**src/skf_pkg.sv**
```systemverilog
// Shared types and constants of the scalar Kalman filter block.
// Used by every module under src; no dependencies of its own.
package skf_pkg;

   // Word formats: estimate and measurement are signed Q16.16, covariance unsigned
   localparam int DATA_WIDTH = 32;
   localparam int COV_WIDTH  = DATA_WIDTH - 1;
   localparam int GAIN_BITS  = 16;

   // Shared multiplier: residual magnitude (or covariance) times gain (or 1 - gain)
   localparam int MAG_WIDTH  = DATA_WIDTH + 1;
   localparam int FACT_WIDTH = GAIN_BITS + 1;
   localparam int PROD_WIDTH = MAG_WIDTH + FACT_WIDTH;

   // Stream payload widths, rounded up to whole bytes
   localparam int REQ_TDATA_WIDTH = ((3 * DATA_WIDTH + 7) / 8) * 8;
   localparam int RSP_FIELDS_WIDTH = DATA_WIDTH + GAIN_BITS + COV_WIDTH;
   localparam int RSP_TDATA_WIDTH = ((RSP_FIELDS_WIDTH + 7) / 8) * 8;

   // Register port
   localparam int CSR_ADDR_WIDTH = 4;
   localparam int CSR_DATA_WIDTH = 32;
   localparam int REG_INDEX_WIDTH = 2;

   localparam logic [REG_INDEX_WIDTH-1:0] REG_Q_VARIANCE        = 2'd0;
   localparam logic [REG_INDEX_WIDTH-1:0] REG_R_VARIANCE        = 2'd1;
   localparam logic [REG_INDEX_WIDTH-1:0] REG_START_COVARIANCE  = 2'd2;

   localparam logic [COV_WIDTH-1:0] Q_VARIANCE_RESET        = COV_WIDTH'(1311);
   localparam logic [COV_WIDTH-1:0] R_VARIANCE_RESET        = COV_WIDTH'(6554);
   localparam logic [COV_WIDTH-1:0] START_COVARIANCE_RESET  = COV_WIDTH'(65536);

   // Request kinds carried on tuser
   localparam logic REQ_UPDATE = 1'b0;
   localparam logic REQ_RESET  = 1'b1;

   typedef struct packed {
      logic [COV_WIDTH-1:0] q_variance;
      logic [COV_WIDTH-1:0] r_variance;
      logic [COV_WIDTH-1:0] start_covariance;
   } csr_regs_type;

   // Start of a gain division: dividend * 2^GAIN_BITS / divisor
   typedef struct packed {
      logic                  start;
      logic [COV_WIDTH-1:0]  dividend;
      logic [DATA_WIDTH-1:0] divisor;
   } div_req_type;

endpackage

```
**src/skf_csr.sv**
```systemverilog
// Configuration registers of the scalar Kalman filter behind an APB-style port.
// Depends on skf_pkg.
module skf_csr (
   input  logic                               clock,
   input  logic                               reset,
   input  logic                               csr_psel,
   input  logic                               csr_penable,
   input  logic                               csr_pwrite,
   input  logic [skf_pkg::CSR_ADDR_WIDTH-1:0] csr_paddr,
   input  logic [skf_pkg::CSR_DATA_WIDTH-1:0] csr_pwdata,
   output logic [skf_pkg::CSR_DATA_WIDTH-1:0] csr_prdata,
   output logic                               csr_pready,
   output skf_pkg::csr_regs_type              regs
);

   skf_pkg::csr_regs_type regs_ff, regs_in;
   logic [skf_pkg::REG_INDEX_WIDTH-1:0] index;
   logic [skf_pkg::COV_WIDTH-1:0]       wdata;
   logic                                write_en;

   assign index    = csr_paddr[skf_pkg::REG_INDEX_WIDTH+1:2];
   assign wdata    = csr_pwdata[skf_pkg::COV_WIDTH-1:0];
   assign write_en = csr_psel && csr_penable && csr_pwrite;
   assign csr_pready = 1'b1;
   assign regs = regs_ff;

   // Register write decode
   always_comb begin
      regs_in = regs_ff;
      if (write_en) begin
         unique case (index)
            skf_pkg::REG_Q_VARIANCE:        regs_in.q_variance        = wdata;
            skf_pkg::REG_R_VARIANCE:        regs_in.r_variance        = wdata;
            skf_pkg::REG_START_COVARIANCE:  regs_in.start_covariance  = wdata;
            default: ;
         endcase
      end
   end

   always_ff @(posedge clock) begin
      if (reset) begin
         regs_ff.q_variance        <= skf_pkg::Q_VARIANCE_RESET;
         regs_ff.r_variance        <= skf_pkg::R_VARIANCE_RESET;
         regs_ff.start_covariance  <= skf_pkg::START_COVARIANCE_RESET;
      end else begin
         regs_ff <= regs_in;
      end
   end

   // Readback; unused addresses read zero
   always_comb begin
      unique case (index)
         skf_pkg::REG_Q_VARIANCE:
            csr_prdata = skf_pkg::CSR_DATA_WIDTH'(regs_ff.q_variance);
         skf_pkg::REG_R_VARIANCE:
            csr_prdata = skf_pkg::CSR_DATA_WIDTH'(regs_ff.r_variance);
         skf_pkg::REG_START_COVARIANCE:
            csr_prdata = skf_pkg::CSR_DATA_WIDTH'(regs_ff.start_covariance);
         default:
            csr_prdata = '0;
      endcase
   end

endmodule

```
**src/skf_div.sv**
```systemverilog
// Radix-2 restoring divider for the filter gain, one quotient bit per cycle.
// Depends on skf_pkg.
module skf_div (
   input  logic                          clock,
   input  logic                          reset,
   input  skf_pkg::div_req_type          req,
   output logic [skf_pkg::GAIN_BITS-1:0] quotient,
   output logic                          done
);

   localparam int CountWidth = $clog2(skf_pkg::GAIN_BITS + 1);

   logic [skf_pkg::DATA_WIDTH-1:0] rem_ff, rem_in;
   logic [skf_pkg::DATA_WIDTH-1:0] divisor_ff, divisor_in;
   logic [skf_pkg::GAIN_BITS-1:0]  quot_ff, quot_in;
   logic [CountWidth-1:0]          count_ff, count_in;
   logic                           done_ff, done_in;
   logic [skf_pkg::DATA_WIDTH:0]   shifted;
   logic [skf_pkg::DATA_WIDTH:0]   divisor_ext;
   logic [skf_pkg::DATA_WIDTH:0]   diff;
   logic                           fits;

   // One shift-compare-subtract step; the remainder never exceeds the divisor
   assign shifted     = {rem_ff, 1'b0};
   assign divisor_ext = {1'b0, divisor_ff};
   assign diff        = shifted - divisor_ext;
   assign fits        = shifted >= divisor_ext;

   always_comb begin
      rem_in     = rem_ff;
      divisor_in = divisor_ff;
      quot_in    = quot_ff;
      count_in   = count_ff;
      done_in    = 1'b0;
      if (req.start) begin
         rem_in     = skf_pkg::DATA_WIDTH'(req.dividend);
         divisor_in = req.divisor;
         quot_in    = '0;
         count_in   = CountWidth'(skf_pkg::GAIN_BITS);
      end else if (count_ff != '0) begin
         rem_in   = fits ? diff[skf_pkg::DATA_WIDTH-1:0] : shifted[skf_pkg::DATA_WIDTH-1:0];
         quot_in  = {quot_ff[skf_pkg::GAIN_BITS-2:0], fits};
         count_in = count_ff - CountWidth'(1);
         done_in  = count_ff == CountWidth'(1);
      end
   end

   always_ff @(posedge clock) begin
      if (reset) begin
         count_ff <= '0;
         done_ff  <= 1'b0;
      end else begin
         count_ff <= count_in;
         done_ff  <= done_in;
      end
      rem_ff     <= rem_in;
      divisor_ff <= divisor_in;
      quot_ff    <= quot_in;
   end

   assign quotient = quot_ff;
   assign done     = done_ff;

endmodule

```
**src/skf_mul.sv**
```systemverilog
// Shared registered multiplier: correction term and covariance scaling.
// Depends on skf_pkg.
module skf_mul (
   input  logic                           clock,
   input  logic [skf_pkg::MAG_WIDTH-1:0]  mul_a,
   input  logic [skf_pkg::FACT_WIDTH-1:0] mul_b,
   output logic [skf_pkg::PROD_WIDTH-1:0] product
);

   logic [skf_pkg::PROD_WIDTH-1:0] prod_ff, prod_in;

   assign prod_in = skf_pkg::PROD_WIDTH'(mul_a) * skf_pkg::PROD_WIDTH'(mul_b);

   always_ff @(posedge clock) begin
      prod_ff <= prod_in;
   end

   assign product = prod_ff;

endmodule

```
**src/skf_core.sv**
```systemverilog
// Sequencer and state of the scalar Kalman filter: predict, gain, correct.
// Depends on skf_pkg; drives skf_div and skf_mul.
module skf_core (
   input  logic                           clock,
   input  logic                           reset,
   input  skf_pkg::csr_regs_type          regs,
   // request word
   input  logic                           req_tvalid,
   output logic                           req_tready,
   input  logic                           req_kind,
   input  logic [skf_pkg::DATA_WIDTH-1:0] measurement,
   input  logic [skf_pkg::DATA_WIDTH-1:0] reset_estimate,
   input  logic [skf_pkg::DATA_WIDTH-1:0] reset_covariance,
   // result word
   output logic                           rsp_tvalid,
   input  logic                           rsp_tready,
   output logic [skf_pkg::DATA_WIDTH-1:0] estimate_out,
   output logic [skf_pkg::GAIN_BITS-1:0]  gain_out,
   output logic [skf_pkg::COV_WIDTH-1:0]  covariance_out,
   // divider
   output skf_pkg::div_req_type           div_req,
   input  logic [skf_pkg::GAIN_BITS-1:0]  div_quotient,
   input  logic                           div_done,
   // multiplier
   output logic [skf_pkg::MAG_WIDTH-1:0]  mul_a,
   output logic [skf_pkg::FACT_WIDTH-1:0] mul_b,
   input  logic [skf_pkg::PROD_WIDTH-1:0] product
);

   localparam int Dw      = skf_pkg::DATA_WIDTH;
   localparam int Cw      = skf_pkg::COV_WIDTH;
   localparam int Gb      = skf_pkg::GAIN_BITS;
   localparam int CorrW   = skf_pkg::PROD_WIDTH - Gb;
   localparam int UpdW    = Dw + 3;
   localparam logic [Cw-1:0] CovMax = '1;
   localparam logic [Dw-1:0] EstMax = {1'b0, {(Dw-1){1'b1}}};
   localparam logic [Dw-1:0] EstMin = {1'b1, {(Dw-1){1'b0}}};

   typedef enum logic [2:0] {
      IDLE, PRED, DEN, DIV, MUL1, CORR, COV, OUT
   } state_type;

   state_type        state_ff, state_in;
   logic             init_ff, init_in;
   logic [Dw-1:0]    est_ff, est_in;
   logic [Cw-1:0]    cov_ff, cov_in;
   logic [Gb-1:0]    gain_ff, gain_in;
   logic [Dw-1:0]    meas_ff, meas_in;
   logic [Dw:0]      mag_ff, mag_in;
   logic             neg_ff, neg_in;
   logic             rsp_valid_ff, rsp_valid_in;
   logic [Dw-1:0]    out_est_ff, out_est_in;
   logic [Gb-1:0]    out_gain_ff, out_gain_in;
   logic [Cw-1:0]    out_cov_ff, out_cov_in;

   logic [Dw-1:0]    pred_sum;
   logic [Cw-1:0]    pred_cov;
   logic [Dw-1:0]    den;
   logic [Dw:0]      residual;
   logic [Dw:0]      residual_mag;
   logic [skf_pkg::PROD_WIDTH-1:0] corr_sum;
   logic [CorrW-1:0] corr;
   logic [UpdW-1:0]  est_ext;
   logic [UpdW-1:0]  corr_ext;
   logic [UpdW-1:0]  upd;
   logic             upd_fits;
   logic [Dw-1:0]    est_sat;
   logic [skf_pkg::FACT_WIDTH-1:0] one_minus_gain;

   // Predict: P + Q saturated to the covariance range
   assign pred_sum = {1'b0, cov_ff} + {1'b0, regs.q_variance};
   assign pred_cov = pred_sum[Dw-1] ? CovMax : pred_sum[Cw-1:0];

   // Gain denominator P + R
   assign den = {1'b0, cov_ff} + {1'b0, regs.r_variance};

   // Residual z - x as sign and magnitude
   assign residual     = {meas_ff[Dw-1], meas_ff} - {est_ff[Dw-1], est_ff};
   assign residual_mag = residual[Dw] ? (~residual + (Dw+1)'(1)) : residual;

   // Correction K * |z - x|, rounded half away from zero on the magnitude
   assign corr_sum = product + skf_pkg::PROD_WIDTH'(1 << (Gb - 1));
   assign corr     = corr_sum[skf_pkg::PROD_WIDTH-1:Gb];
   assign est_ext  = {{(UpdW-Dw){est_ff[Dw-1]}}, est_ff};
   assign corr_ext = UpdW'(corr);
   assign upd      = neg_ff ? (est_ext - corr_ext) : (est_ext + corr_ext);
   assign upd_fits = (&upd[UpdW-1:Dw-1]) || !(|upd[UpdW-1:Dw-1]);
   assign est_sat  = upd_fits ? upd[Dw-1:0] : (upd[UpdW-1] ? EstMin : EstMax);

   assign one_minus_gain = skf_pkg::FACT_WIDTH'(1 << Gb) - skf_pkg::FACT_WIDTH'(gain_ff);

   // Multiplier operands: residual times gain, then covariance times (1 - K)
   always_comb begin
      if (state_ff == MUL1) begin
         mul_a = mag_ff;
         mul_b = {1'b0, gain_ff};
      end else begin
         mul_a = skf_pkg::MAG_WIDTH'(cov_ff);
         mul_b = one_minus_gain;
      end
   end

   assign req_tready = state_ff == IDLE;

   // Sequencer
   always_comb begin
      state_in     = state_ff;
      init_in      = init_ff;
      est_in       = est_ff;
      cov_in       = cov_ff;
      gain_in      = gain_ff;
      meas_in      = meas_ff;
      mag_in       = mag_ff;
      neg_in       = neg_ff;
      rsp_valid_in = rsp_valid_ff && !rsp_tready;
      out_est_in   = out_est_ff;
      out_gain_in  = out_gain_ff;
      out_cov_in   = out_cov_ff;
      div_req.start    = 1'b0;
      div_req.dividend = cov_ff;
      div_req.divisor  = den;

      unique case (state_ff)
         IDLE: begin
            if (req_tvalid) begin
               init_in = 1'b1;
               if (req_kind == skf_pkg::REQ_RESET) begin
                  est_in   = reset_estimate;
                  cov_in   = reset_covariance[Dw-1] ? '0 : reset_covariance[Cw-1:0];
                  gain_in  = '0;
                  state_in = OUT;
               end else begin
                  meas_in = measurement;
                  if (!init_ff) begin
                     est_in = measurement;
                     cov_in = regs.start_covariance;
                  end
                  state_in = PRED;
               end
            end
         end
         PRED: begin
            cov_in   = pred_cov;
            state_in = DEN;
         end
         DEN: begin
            if (den[Dw-1:1] == '0) begin
               gain_in  = '0;
               state_in = OUT;
            end else begin
               div_req.start = 1'b1;
               mag_in   = residual_mag;
               neg_in   = residual[Dw];
               state_in = DIV;
            end
         end
         DIV: begin
            if (div_done) begin
               gain_in  = div_quotient;
               state_in = MUL1;
            end
         end
         MUL1: begin
            state_in = CORR;
         end
         CORR: begin
            est_in   = est_sat;
            state_in = COV;
         end
         COV: begin
            cov_in   = product[Gb +: Cw];
            state_in = OUT;
         end
         OUT: begin
            if (!rsp_valid_ff || rsp_tready) begin
               rsp_valid_in = 1'b1;
               out_est_in   = est_ff;
               out_gain_in  = gain_ff;
               out_cov_in   = cov_ff;
               state_in     = IDLE;
            end
         end
      endcase
   end

   always_ff @(posedge clock) begin
      if (reset) begin
         state_ff     <= IDLE;
         init_ff      <= 1'b0;
         est_ff       <= '0;
         cov_ff       <= '0;
         gain_ff      <= '0;
         rsp_valid_ff <= 1'b0;
      end else begin
         state_ff     <= state_in;
         init_ff      <= init_in;
         est_ff       <= est_in;
         cov_ff       <= cov_in;
         gain_ff      <= gain_in;
         rsp_valid_ff <= rsp_valid_in;
      end
      meas_ff     <= meas_in;
      mag_ff      <= mag_in;
      neg_ff      <= neg_in;
      out_est_ff  <= out_est_in;
      out_gain_ff <= out_gain_in;
      out_cov_ff  <= out_cov_in;
   end

   assign rsp_tvalid     = rsp_valid_ff;
   assign estimate_out   = out_est_ff;
   assign gain_out       = out_gain_ff;
   assign covariance_out = out_cov_ff;

endmodule

```
**src/scalar_kalman_filter_top.sv**
```systemverilog
// Scalar Kalman filter, top level. An accepted update word passes through predict,
// denominator, the 16-step gain divider, two passes through the shared multiplier and
// the output load, then rsp_tvalid rises. With P + R of 1 LSB or less the divider and
// the multiplier are skipped; a reset word goes straight to the output load. One word in
// flight at a time: the next word is taken only once the last result is loaded, which rsp_tready can hold back.
// Synchronous active-high reset clears estimate, covariance, gain and the initialized flag.
module scalar_kalman_filter_top (
   input  logic                                clock,
   input  logic                                reset,
   // request stream
   input  logic                                req_tvalid,
   output logic                                req_tready,
   input  logic [skf_pkg::REQ_TDATA_WIDTH-1:0] req_tdata,  // measurement, reset_estimate,
                                                           // reset_covariance
   input  logic                                req_tuser,  // req_type
   // result stream
   output logic                                rsp_tvalid,
   input  logic                                rsp_tready,
   output logic [skf_pkg::RSP_TDATA_WIDTH-1:0] rsp_tdata,  // estimate_out, gain_out,
                                                           // covariance_out, zero pad
   // register port
   input  logic                                csr_psel,
   input  logic                                csr_penable,
   input  logic                                csr_pwrite,
   input  logic [skf_pkg::CSR_ADDR_WIDTH-1:0]  csr_paddr,
   input  logic [skf_pkg::CSR_DATA_WIDTH-1:0]  csr_pwdata,
   output logic [skf_pkg::CSR_DATA_WIDTH-1:0]  csr_prdata,
   output logic                                csr_pready
);

   localparam int Dw = skf_pkg::DATA_WIDTH;

   skf_pkg::csr_regs_type          regs;
   skf_pkg::div_req_type           div_req;
   logic [skf_pkg::GAIN_BITS-1:0]  div_quotient;
   logic                           div_done;
   logic [skf_pkg::MAG_WIDTH-1:0]  mul_a;
   logic [skf_pkg::FACT_WIDTH-1:0] mul_b;
   logic [skf_pkg::PROD_WIDTH-1:0] product;
   logic [Dw-1:0]                  estimate_out;
   logic [skf_pkg::GAIN_BITS-1:0]  gain_out;
   logic [skf_pkg::COV_WIDTH-1:0]  covariance_out;

   skf_csr u_csr (
      .clock       (clock),
      .reset       (reset),
      .csr_psel    (csr_psel),
      .csr_penable (csr_penable),
      .csr_pwrite  (csr_pwrite),
      .csr_paddr   (csr_paddr),
      .csr_pwdata  (csr_pwdata),
      .csr_prdata  (csr_prdata),
      .csr_pready  (csr_pready),
      .regs        (regs)
   );

   skf_div u_div (
      .clock    (clock),
      .reset    (reset),
      .req      (div_req),
      .quotient (div_quotient),
      .done     (div_done)
   );

   skf_mul u_mul (
      .clock   (clock),
      .mul_a   (mul_a),
      .mul_b   (mul_b),
      .product (product)
   );

   skf_core u_core (
      .clock            (clock),
      .reset            (reset),
      .regs             (regs),
      .req_tvalid       (req_tvalid),
      .req_tready       (req_tready),
      .req_kind         (req_tuser),
      .measurement      (req_tdata[Dw-1:0]),
      .reset_estimate   (req_tdata[2*Dw-1:Dw]),
      .reset_covariance (req_tdata[3*Dw-1:2*Dw]),
      .rsp_tvalid       (rsp_tvalid),
      .rsp_tready       (rsp_tready),
      .estimate_out     (estimate_out),
      .gain_out         (gain_out),
      .covariance_out   (covariance_out),
      .div_req          (div_req),
      .div_quotient     (div_quotient),
      .div_done         (div_done),
      .mul_a            (mul_a),
      .mul_b            (mul_b),
      .product          (product)
   );

   assign rsp_tdata = skf_pkg::RSP_TDATA_WIDTH'({covariance_out, gain_out, estimate_out});

   // The core takes one word at a time: busy right after an accept
   a_busy_after_accept: assert property (@(posedge clock) disable iff (reset)
      req_tvalid && req_tready |=> !req_tready)
      else $error("request accepted while a word is still in work");

   // A new result is only loaded from the busy sequencer
   a_result_from_busy: assert property (@(posedge clock) disable iff (reset)
      $rose(rsp_tvalid) |-> $past(!req_tready))
      else $error("result appeared without a word in work");

endmodule

```
**config.mk**
```make
export PLATFORM = sky130hd
export DESIGN_NAME = scalar_kalman_filter_top
export DESIGN_NICKNAME = d
export VERILOG_FILES = /design/src/skf_pkg.sv /design/src/skf_csr.sv /design/src/skf_div.sv /design/src/skf_mul.sv /design/src/skf_core.sv /design/src/scalar_kalman_filter_top.sv
export SDC_FILE = /design/constraint.sdc
export NUM_CORES = 2
export LEC_CHECK = 0
export BUFFER_PORTS_ARGS = -buffer_cell sky130_fd_sc_hd__buf_2
export CAP_MARGIN = 10
export CORE_MARGIN = 2
export CORE_UTILIZATION = 45
export CTS_CLUSTER_DIAMETER = 200
export DETAILED_ROUTE_END_ITERATION = 7
export PLACE_DENSITY = 0.73
export SETUP_SLACK_MARGIN = 0.2
export SLEW_MARGIN = 10
export SYNTH_ARGS = -nofsm -noshare
export SYNTH_HDL_FRONTEND = slang
export SYNTH_HIERARCHICAL = 1
export SYNTH_SLANG_ARGS = --single-unit
```
**constraint.sdc**
```tcl
create_clock -name clock -period 13.34 [get_ports clock]
set_input_delay 0.667 -clock clock [delete_from_list [all_inputs] [get_ports clock]]
set_output_delay 0.667 -clock clock [all_outputs]
set_load 0.02 [all_outputs]
```
==> run metrics <==
status complete, no violations; vias per inst 5.84; CTS max path bufs 3; Remaining DRCs 0; core area 0.106 mm2; Finish-stage setup viols 0; Crit Reg-Reg Startpoint u_core/state_ff[2]; FF-to-FF setup slack 3.94 ns; via count 40200; CP Buf/Inv Count 6; I/O pins 255; worst vdd ir 154 uV; clock-pin slew of the registers on the worst-case setup and hold paths 0.07 ns; hpwl dp 109 mm; Critical Path RT 13.85 ns; most common cell after layout, fill and taps aside inv_1; Die Area 0.109 mm2; die height 331 um; Final ANT Viol Nets 0; Placed Area 0.0506 mm2; CTS root buf clkbuf_16; Pwr Density 182 mW/mm2; Slew headroom 0.239; worst slew pin tran 1.14 ns; final instance area 0.0522 mm2; CTS tree done; nature of the critical path endpoint register; critical path startpoint category register; Initial Utilization 0.455; largest net degree at the start of global routing 114; Max Clk Rate 0.106 GHz; CP Max Fanout 50; clk_skew 0.0241 ns; Final GP Congestion 0.992; Period minus WS final 9.40 ns; Critical Path AT 9.91 ns; cts hold-fix bufs 0; max-capacitance violation count 0; cell row count 119; crit-path most repeated cell fa_1; Remaining Overflow, GRT 0; Setup Fix Bufs, Post-CTS 0; CTS Sinks 443; initial antenna violation count 10; Hold Fails Final Rpt 0; Net Count, Synth 6281; Filler cells 9842; Setup WS pre-CTS 4.10 ns; gr usage total 0.261; Cells after Synth 5381; clk_lat worst skew 0.61 ns; Worst path max stage delay 0.96 ns; final WL 144 mm; reg2reg end u_mul/product[47]; vias in the first global route 39900; Mapped Area 0.0480 mm2; Hold Crit Depth 1; Mapped Avg Cell Area 8.92 um2; Port-buffer cells 248; global-route wire length before repair 223 mm; slowest CP cell xor2_4; DR pass1 iterations 6; drt wl/cell 20.9 um; RSZ-0062 raised after global routing no; Crit Path Class register to register; nets 6363; Die Width 331 um; initial DRC count 3935; commonest non-fill, non-tap cells in the layout inv_1, nand2_1, fa_1; Core Util, Final 0.495; Top Family by Delay on Critical Path adder cells; fin. max-slew vios 0; total CTS buffers 47; htree depth 2; Fin Setup TNS 0 ns; layout cells sized above 1 0.104; yosys warns 6; Pleak 23.1 nW; Synth-to-Final Area Change 8.75%; hold_sp req_tdata[21]; final worst slack 3.94 ns; min-delay worst type primary input to register; post-cts resize count 0; ANT cells 0; fin crit share 0.705; hold endpoint u_core/meas_ff[21]; Worst R2R Path Depth 25
## report_power, final
part	leakage [nW]	total, mW	switching, mW	internal (mW)
sequential	3.86	2.27	0.362	1.91
combinational	18.4	5.83	3.77	2.06
clock	0.797	1.40	0.575	0.826
## state kept, by name, indices dropped and copies added (netlist names), 31 cells and up
register and flops:
u_csr/regs 93, u_core/covariance_out 31, u_div/rem_ff 32, u_core/est_ff 32, u_core/estimate_out 32, u_div/divisor_ff 32, u_core/mag_ff 33, u_core/cov_ff 31
u_core/meas_ff 32, u_mul/product 35
## stage by stage
step                      cells  hold WS (ns)  total power [mW]
after global routing       6891         0.233              10.1
final                      6891         0.239              9.50
after global placement     6804         0.438              7.86
after floorplan            5381         0.432              6.26
after CTS                  6890         0.212              9.38
after detailed placement   6804         0.443              7.94
## worst max-delay path by stage
stage,start,to,slack [ns],cells after the start
3_3_place_gp,u_core/state_ff[2],u_mul/product[46],4.15,26
5_1_grt,u_core/state_ff[2],u_mul/product[47],3.40,26
4_1_cts,u_core/state_ff[2],u_mul/product[46],4.01,26
3_5_place_dp,u_core/state_ff[2],u_mul/product[46],4.10,26
6_report,u_core/state_ff[2],u_mul/product[47],3.94,25
2_1_floorplan,u_core/cov_ff[0],u_div/rem_ff[0],3.77,20
## area by class of cell
| type | count | area [um2] | share of cell area |
|---|---|---|---|
| clock inverters | 18 | 256 | 0.00491 |
| inverters | 708 | 2660 | 0.0509 |
| clock buffers | 68 | 1390 | 0.0266 |
| flip-flops and latches | 443 | 11000 | 0.210 |
| repair buffers | 316 | 1770 | 0.0339 |
| well taps | 1391 | 1740 | 0.0333 |
| multi-input cells | 3947 | 33500 | 0.641 |
## layer usage
layer	vias to the layer above	wire, um	GRT usage	part of all wire
met4	6	5270	0.0909	0.037
li1	18300	-	-	-
met1	19800	60200	0.352	0.42
met5	-	34	0	0.00024
met2	1779	66600	0.424	0.46
met3	322	12000	0.0426	0.083
Note: power is estimated with default switching activity, not from simulation.
